File: src/hw/rtl/kmp_pkg.sv
// shared constants, types and store request structs for the k-transaction profit core
// no dependencies; imported by every module of the block
package kmp_pkg;

  localparam int MAX_K      = 16;
  localparam int PRICE_BITS = 16;

  localparam int PRICE_W  = 16;
  localparam int CFG_W    = 5;
  localparam int PROFIT_W = 40;
  localparam int FREE_W   = 41;
  localparam int HOLD_W   = 42;
  localparam int ACC_W    = 44;
  localparam int LVL_W    = (MAX_K > 1) ? $clog2(MAX_K) : 1;
  localparam int CMP_W    = ((LVL_W > CFG_W) ? LVL_W : CFG_W) + 1;

  localparam logic [PRICE_W-1:0]       PRICE_MASK = PRICE_W'((64'd1 << PRICE_BITS) - 64'd1);
  localparam logic [PROFIT_W-1:0]      PROFIT_MAX = {PROFIT_W{1'b1}};
  localparam logic signed [HOLD_W-1:0] HOLD_MIN   = {1'b1, {(HOLD_W-1){1'b0}}};
  localparam logic [CFG_W-1:0]         K_RESET    = CFG_W'(2);
  localparam logic [LVL_W-1:0]         LVL_LAST   = LVL_W'(MAX_K - 1);

  typedef logic [LVL_W-1:0] lvl_t;

  typedef struct packed {
    logic                     en;
    lvl_t                     addr;
    logic signed [HOLD_W-1:0] hold;
    logic [FREE_W-1:0]        free;
  } kmp_wr_t;

  typedef struct packed {
    logic en;
    lvl_t addr;
  } kmp_rd_t;

endpackage

File: src/hw/rtl/k_transaction_max_profit_core.sv
// top level: request control, level sequencer, result register and config register
// instantiates kmp_store and kmp_update; uses kmp_pkg
//
//   channel  dir     ports                                               handshake
//   in       input   in_price, in_last_price                             in_valid / in_stall
//   out      output  out_best_profit, out_sequence_done, out_saturated   out_valid / out_stall
//   cfg      input   cfg_data                                            cfg_we
//
// a request is accepted, then gets one store
// read-modify-write per level through the single write port
// a result held back by out_stall waits in ST_OUT until the output register is free
// a new request is taken while the previous result still waits on out_stall
// after reset the levels read as cleared; no clearing pass is run
module k_transaction_max_profit_core (
  input  logic                            clk,
  input  logic                            rst_n,
  input  logic                            in_valid,
  output logic                            in_stall,
  input  logic [kmp_pkg::PRICE_W-1:0]     in_price,
  input  logic                            in_last_price,
  output logic                            out_valid,
  input  logic                            out_stall,
  output logic [kmp_pkg::PROFIT_W-1:0]    out_best_profit,
  output logic                            out_sequence_done,
  output logic                            out_saturated,
  input  logic                            cfg_we,
  input  logic [kmp_pkg::CFG_W-1:0]       cfg_data
);
  import kmp_pkg::*;

  typedef enum logic [2:0] {
    ST_IDLE = 3'b001,
    ST_RUN  = 3'b010,
    ST_OUT  = 3'b100
  } state_t;

  state_t               state_r, state_nxt;
  lvl_t                 lvl_r, lvl_nxt;
  logic [PRICE_W-1:0]   price_r, price_nxt;
  logic                 last_r, last_nxt;
  logic                 fresh_r, fresh_nxt;
  logic                 item_fresh_r, item_fresh_nxt;
  logic [CFG_W-1:0]     k_r, k_nxt;
  logic [FREE_W-1:0]    prev_free_r, prev_free_nxt;
  logic [PROFIT_W-1:0]  best_r, best_nxt;
  logic                 out_valid_r, out_valid_nxt;
  logic [PROFIT_W-1:0]  out_best_r, out_best_nxt;
  logic                 out_done_r, out_done_nxt;
  logic                 out_sat_r, out_sat_nxt;

  kmp_wr_t                  wr;
  kmp_rd_t                  rd;
  logic signed [HOLD_W-1:0] rd_hold;
  logic [FREE_W-1:0]        rd_free;
  logic signed [HOLD_W-1:0] hold_new;
  logic [FREE_W-1:0]        free_new;
  logic [FREE_W-1:0]        upd_prev;
  logic                     accept;
  logic                     level_last;
  logic                     level_used;
  logic                     out_free;
  logic [PROFIT_W-1:0]      best_cand;

  kmp_store u_store (
    .clk     (clk),
    .wr      (wr),
    .rd      (rd),
    .rd_hold (rd_hold),
    .rd_free (rd_free)
  );

  kmp_update u_update (
    .hold_old  (rd_hold),
    .free_old  (rd_free),
    .fresh     (item_fresh_r),
    .prev_free (upd_prev),
    .price     (price_r),
    .hold_new  (hold_new),
    .free_new  (free_new)
  );

  assign in_stall          = (state_r != ST_IDLE);
  assign accept            = in_valid && !in_stall;
  assign level_last        = (lvl_r == LVL_LAST);
  assign level_used        = (CMP_W'(lvl_r) < CMP_W'(k_r));
  assign out_free          = !out_valid_r || !out_stall;
  assign upd_prev          = (lvl_r == '0) ? '0 : prev_free_r;
  assign out_valid         = out_valid_r;
  assign out_best_profit   = out_best_r;
  assign out_sequence_done = out_done_r;
  assign out_saturated     = out_sat_r;

  always_comb begin
    best_cand = best_r;
    if (level_used && (free_new > FREE_W'(best_r))) begin
      best_cand = free_new[PROFIT_W-1:0];
    end
  end

  always_comb begin
    wr.en   = (state_r == ST_RUN);
    wr.addr = lvl_r;
    wr.hold = hold_new;
    wr.free = free_new;
    rd.en   = accept || ((state_r == ST_RUN) && !level_last);
    rd.addr = accept ? lvl_t'(0) : lvl_r + lvl_t'(1);
  end

  always_comb begin
    state_nxt      = state_r;
    lvl_nxt        = lvl_r;
    price_nxt      = price_r;
    last_nxt       = last_r;
    fresh_nxt      = fresh_r;
    item_fresh_nxt = item_fresh_r;
    k_nxt          = cfg_we ? cfg_data : k_r;
    prev_free_nxt  = prev_free_r;
    best_nxt       = best_r;
    out_valid_nxt  = out_valid_r && out_stall;
    out_best_nxt   = out_best_r;
    out_done_nxt   = out_done_r;
    out_sat_nxt    = out_sat_r;
    case (state_r)
      ST_IDLE: begin
        if (accept) begin
          state_nxt      = ST_RUN;
          lvl_nxt        = '0;
          price_nxt      = in_price & PRICE_MASK;
          last_nxt       = in_last_price;
          item_fresh_nxt = fresh_r;
          fresh_nxt      = in_last_price;
          best_nxt       = '0;
        end
      end
      ST_RUN: begin
        prev_free_nxt = free_new;
        best_nxt      = best_cand;
        if (!level_last) begin
          lvl_nxt = lvl_r + lvl_t'(1);
        end else if (out_free) begin
          state_nxt     = ST_IDLE;
          out_valid_nxt = 1'b1;
          out_best_nxt  = best_cand;
          out_done_nxt  = last_r;
          out_sat_nxt   = (best_cand == PROFIT_MAX);
        end else begin
          state_nxt = ST_OUT;
        end
      end
      ST_OUT: begin
        if (out_free) begin
          state_nxt     = ST_IDLE;
          out_valid_nxt = 1'b1;
          out_best_nxt  = best_r;
          out_done_nxt  = last_r;
          out_sat_nxt   = (best_r == PROFIT_MAX);
        end
      end
      default: begin
        state_nxt = ST_IDLE;
      end
    endcase
  end

  always_ff @(posedge clk) begin
    if (!rst_n) begin
      state_r     <= ST_IDLE;
      lvl_r       <= '0;
      fresh_r     <= 1'b1;
      k_r         <= K_RESET;
      out_valid_r <= 1'b0;
    end else begin
      state_r     <= state_nxt;
      lvl_r       <= lvl_nxt;
      fresh_r     <= fresh_nxt;
      k_r         <= k_nxt;
      out_valid_r <= out_valid_nxt;
    end
  end

  always_ff @(posedge clk) begin
    price_r      <= price_nxt;
    last_r       <= last_nxt;
    item_fresh_r <= item_fresh_nxt;
    prev_free_r  <= prev_free_nxt;
    best_r       <= best_nxt;
    out_best_r   <= out_best_nxt;
    out_done_r   <= out_done_nxt;
    out_sat_r    <= out_sat_nxt;
  end

`ifndef ASSERT_OFF
  a_accept_starts_run: assert property (@(posedge clk) disable iff (!rst_n)
    accept |=> (state_r == ST_RUN) && (lvl_r == '0))
    else $error("accepted request did not start at level zero");

  a_level_steps: assert property (@(posedge clk) disable iff (!rst_n)
    (state_r == ST_RUN) && !level_last
      |=> (state_r == ST_RUN) && (lvl_r == $past(lvl_r) + lvl_t'(1)))
    else $error("level sequencer skipped a level");

  a_sat_flag: assert property (@(posedge clk) disable iff (!rst_n)
    out_valid |-> (out_saturated == (out_best_profit == PROFIT_MAX)))
    else $error("saturated flag disagrees with profit");

  a_clear_after_last: assert property (@(posedge clk) disable iff (!rst_n)
    $rose(fresh_r) && $past(rst_n) |-> $past(accept && in_last_price))
    else $error("level clear armed without a final price");
`endif

endmodule

File: src/hw/rtl/kmp_store.sv
// per-level state memories: holding and free best values, one entry per level
// one write and one registered read per cycle; uses kmp_pkg
module kmp_store (
  input  logic                              clk,
  input  kmp_pkg::kmp_wr_t                  wr,
  input  kmp_pkg::kmp_rd_t                  rd,
  output logic signed [kmp_pkg::HOLD_W-1:0] rd_hold,
  output logic [kmp_pkg::FREE_W-1:0]        rd_free
);
  import kmp_pkg::*;

  logic signed [HOLD_W-1:0] hold_mem [MAX_K];
  logic [FREE_W-1:0]        free_mem [MAX_K];

  always_ff @(posedge clk) begin
    if (wr.en) begin
      hold_mem[wr.addr] <= wr.hold;
      free_mem[wr.addr] <= wr.free;
    end
  end

  always_ff @(posedge clk) begin
    if (rd.en) begin
      rd_hold <= hold_mem[rd.addr];
      rd_free <= free_mem[rd.addr];
    end
  end

endmodule

File: src/hw/rtl/kmp_update.sv
// one level update: best buy into holding, best sell into free, with saturation
// combinational; uses kmp_pkg
module kmp_update (
  input  logic signed [kmp_pkg::HOLD_W-1:0] hold_old,
  input  logic [kmp_pkg::FREE_W-1:0]        free_old,
  input  logic                              fresh,
  input  logic [kmp_pkg::FREE_W-1:0]        prev_free,
  input  logic [kmp_pkg::PRICE_W-1:0]       price,
  output logic signed [kmp_pkg::HOLD_W-1:0] hold_new,
  output logic [kmp_pkg::FREE_W-1:0]        free_new
);
  import kmp_pkg::*;

  logic signed [ACC_W-1:0] p_e;
  logic signed [ACC_W-1:0] hold_cur;
  logic signed [ACC_W-1:0] free_cur;
  logic signed [ACC_W-1:0] prev_e;
  logic signed [ACC_W-1:0] buy;
  logic signed [ACC_W-1:0] hold_n;
  logic signed [ACC_W-1:0] sell;
  logic signed [ACC_W-1:0] free_n;
  logic signed [ACC_W-1:0] pmax_e;

  always_comb begin
    p_e      = signed'({{(ACC_W-PRICE_W){1'b0}}, price});
    prev_e   = signed'({{(ACC_W-FREE_W){1'b0}}, prev_free});
    pmax_e   = signed'({{(ACC_W-PROFIT_W){1'b0}}, PROFIT_MAX});
    // first item after a completed sequence sees cleared levels
    if (fresh) begin
      hold_cur = signed'({{(ACC_W-HOLD_W){HOLD_MIN[HOLD_W-1]}}, HOLD_MIN});
      free_cur = '0;
    end else begin
      hold_cur = signed'({{(ACC_W-HOLD_W){hold_old[HOLD_W-1]}}, hold_old});
      free_cur = signed'({{(ACC_W-FREE_W){1'b0}}, free_old});
    end
    buy    = prev_e - p_e;
    hold_n = (buy > hold_cur) ? buy : hold_cur;
    sell   = hold_n + p_e;
    free_n = (sell > free_cur) ? sell : free_cur;
    if (free_n > pmax_e) begin
      free_n = pmax_e;
    end
    hold_new = hold_n[HOLD_W-1:0];
    free_new = free_n[FREE_W-1:0];
  end

endmodule
File: config.mk
export PLATFORM = sky130hd
export DESIGN_NAME = k_transaction_max_profit_core
export DESIGN_NICKNAME = d
export VERILOG_FILES = /design/src/hw/rtl/kmp_pkg.sv /design/src/hw/rtl/k_transaction_max_profit_core.sv /design/src/hw/rtl/kmp_store.sv /design/src/hw/rtl/kmp_update.sv
export SDC_FILE = /design/constraint.sdc
export NUM_CORES = 2
export LEC_CHECK = 0
export BUFFER_PORTS_ARGS = -buffer_cell sky130_fd_sc_hd__buf_2
export CORE_ASPECT_RATIO = 0.7
export CORE_MARGIN = 2
export CORE_UTILIZATION = 30
export DETAILED_ROUTE_END_ITERATION = 10
export SYNTH_ARGS = -nofsm -noshare
export SYNTH_HDL_FRONTEND = slang
export SYNTH_SLANG_ARGS = --single-unit
File: constraint.sdc
create_clock -name clk -period 17.82 [get_ports clk]
set_input_delay 4.455 -clock clk [delete_from_list [all_inputs] [get_ports clk]]
set_output_delay 4.455 -clock clk [all_outputs]
set_load 0.005 [all_outputs]
==> flow_metrics.py <==
metrics = {
    "detailed_routing": {
        "routed_wirelength_mm": 218,
        "drtIter0Drc": 6499,
        "viasPerCell": 5.55,
        "drcViolationCount": 0,
        "drtPass1Iterations": 6,
        "ant_nets": 0,
        "wl_per_cell_um": 25.5,
        "routed-via-count": 47437,
    },
    "die": {
        "start_util": 0.303,
        "fp.dieH_um": 405,
        "ios": 71,
        "core_mm2": 0.227,
        "die_w_um": 576,
        "rows": 146,
        "die_area_mm2": 0.233,
    },
    "clock_tree": {
        "cts_made_buffers": 149,
        "post-cts-setup-buffers": 0,
        "holdBufCountCts": 0,
        "cts.reportedPaths.clkPinSlew_ns": 0.06,
        "insertion_delay_ns": 0.82,
        "root_buffer": "clkbuf_16",
        "clock_path_buffers": 4,
        "htreeDepth": 4,
        "clock_sinks": 1566,
        "cts_tree": "done",
        "cts_resized": 0,
    },
    "place": {
        "hpwl_mm": 129,
        "gp_congestion": 0.988,
        "place_ws_ns": 0.744,
        "port_buffers": 70,
    },
    "critical_path": {
        "slowest_delay_ns": 1.11,
        "crit_fanout": 51,
        "cp_slowest_cell": "o21ai_0",
        "crit_type": "reg2reg",
        "required_ns": 18.27,
        "arrival_ns": 17.44,
        "startpoint_type": "flop",
        "endpoint_kind": "flop",
        "reg2regPathDepth": 63,
    },
    "sta": {
        "tightest_slew_ns": 1.35,
        "grt_setup_unrepaired": "no",
        "setup_viol": 0,
        "slew_viol_final": 0,
        "setup_slack_ns": 0.826,
        "fin_setup_tns_ns": 0,
        "finalCritPeriodShare": 0.954,
        "skew_ns": 0.0861,
        "fin_crit_ns": 16.99,
        "fmax_ghz": 0.0588,
        "hold_viol": 0,
        "max_slew_margin": 0.0896,
    },
    "global_route": {
        "antenna_found_initial": 19,
        "grt_overflow_total": 0,
        "grt_max_degree": 144,
        "first_global_vias": 43066,
        "track_usage": 0.181,
        "grt_pass1_wl_mm": 312,
    },
    "yosys": {
        "yosysWarnings": 0,
        "synth_seq_area_share": 0.682,
        "synthMuxAreaShare": 0.00439,
        "syn_area_mm2": 0.0688,
        "avgSynthCellArea_um2": 12.8,
        "synth_edf_count": 1552,
        "yosys_most_used_dff": "edfxtp_1",
        "async_flop_share": 0,
        "synthSimpleGateAreaFrac": 0.119,
        "synth_fa_ha_area_frac": 0.0308,
        "synth_compound_area_frac": 0.129,
        "syn_inst": 5369,
        "synth_xor_area_frac": 0.00775,
        "ys_ff_latch": 1566,
        "synthDistinctLibCells": 95,
        "synth_top_family_by_area": "compound AO/OA/AOI/OAI gates",
    },
    "layout": {
        "drive_above_1_share": 0.0985,
        "final_cell_mix": "1,552 x edfxtp_1, 797 x nand2_1, 442 x o21ai_0",
        "areaGrowthSynthToFinish_pct": 13.1,
        "nets": 5604,
        "final_common_cell": "edfxtp_1",
    },
    "pwr": {
        "leakagePower_uw": 0.0257,
        "ir_drop_v": 0.0000666,
        "power_density_mw_per_mm2": 125,
    },
    "hold_path": {
        "hold_path_class": "reg2reg",
        "hold_depth": 0,
    },
    "job": {
        "maxCapViolCount": 0,
    },
    "outcome": {
        "outcome": "finished, final reports clean",
    },
}
## metal layers
layer,GRT usage,up-vias,part of all wire
li1,-,20622,-
met1,0.287,24012,0.47
met4,0.0336,6,0.017
met2,0.247,2537,0.40
met5,0,-,0.00024
met3,0.0399,260,0.11
## worst paths after layout
check / start / slack [ns] / endpoint
max: lvl_r[0] / 0.83 / out_best_profit[19]
min: fresh_r / 0.45 / item_fresh_r
max reg2reg: lvl_r[0] / 0.83 / out_best_profit[19]
min reg2reg: fresh_r / 0.45 / item_fresh_r
## synth_stat cells (96+ instances only)
cell type	n	area (um^2)
and3_1	96	601
ha_1	165	2060
edfxtp_1	1552	46600
a21oi_1	226	1130
nor2_1	186	698
nand2_1	803	3010
or3_1	178	1110
clkbuf_1	320	1200
nand3_1	195	976
o211ai_1	103	773
a311oi_1	171	1500
o21ai_0	456	2280
inv_1	115	432
o221ai_1	169	1480
## where the power goes
group	total, uW	internal [uW]	leakage [uW]	switching (uW)
combinational	2090	556	0.00934	1540
clock	3090	1710	0.00221	1390
sequential	4540	4500	0.0141	36.6
## per-stage QoR
| step | utilization | hold slack (ns) | total power [uW] | cells | instance area (um^2) |
|---|---|---|---|---|---|
| final | 0.343 | 0.449 | 9720 | 8551 | 77800 |
| after floorplan | - | 0.400 | 5730 | 5385 | 68800 |
| after CTS | 0.342 | 0.451 | 9690 | 8544 | 77700 |
| after global routing | 0.342 | 0.469 | 10100 | 8547 | 77800 |
| after detailed placement | 0.322 | 0.435 | 6620 | 8290 | 73100 |
| after global placement | 0.322 | 0.419 | 6590 | 8290 | 73100 |
## sequential cells by signal (all words and copies together), names as in the netlist, 3 cells and up
name              count
best_r               40
k_r                   5
lvl_r                 4
out_best_profit      40
prev_free_r          41
price_r              16
state_r               3
u_store.free_mem    656
u_store.hold_mem    672
u_store.rd_free      41
u_store.rd_hold      42
## kinds of logic after synthesis
logic type / Yosys count
buffers and inverters: 481
adders and majority gates: 168
DFF: 1566
AOI/OAI and AO/OA: 1329
other: 1
muxes: 28
and+or+nand+nor: 1737
xor gates and xnor gates: 59
## critical path: cells and delay by family, from the launching register on
kind	cells	cell delay, ns
AOI/OAI and AO/OA	25	7.29
and+or+nand+nor	22	4.56
buffers and inverters	8	1.92
adders and majority gates	6	1.87
xor gates and xnor gates	2	0.56
DFF	1	0.37
## area by class of cell
| type | instances | area [um^2] |
|---|---|---|
| diodes | 4 | 10.0 |
| fillers | 21850 | 149000 |
| inverters | 116 | 450 |
| clock inverters | 74 | 684 |
| well taps | 3034 | 3800 |
| flip-flops and latches | 1566 | 46900 |
| repair buffers | 236 | 1670 |
| clock buffers | 180 | 3900 |
| multi-input cells | 3341 | 20400 |
Power figures use the tool's default switching activity.
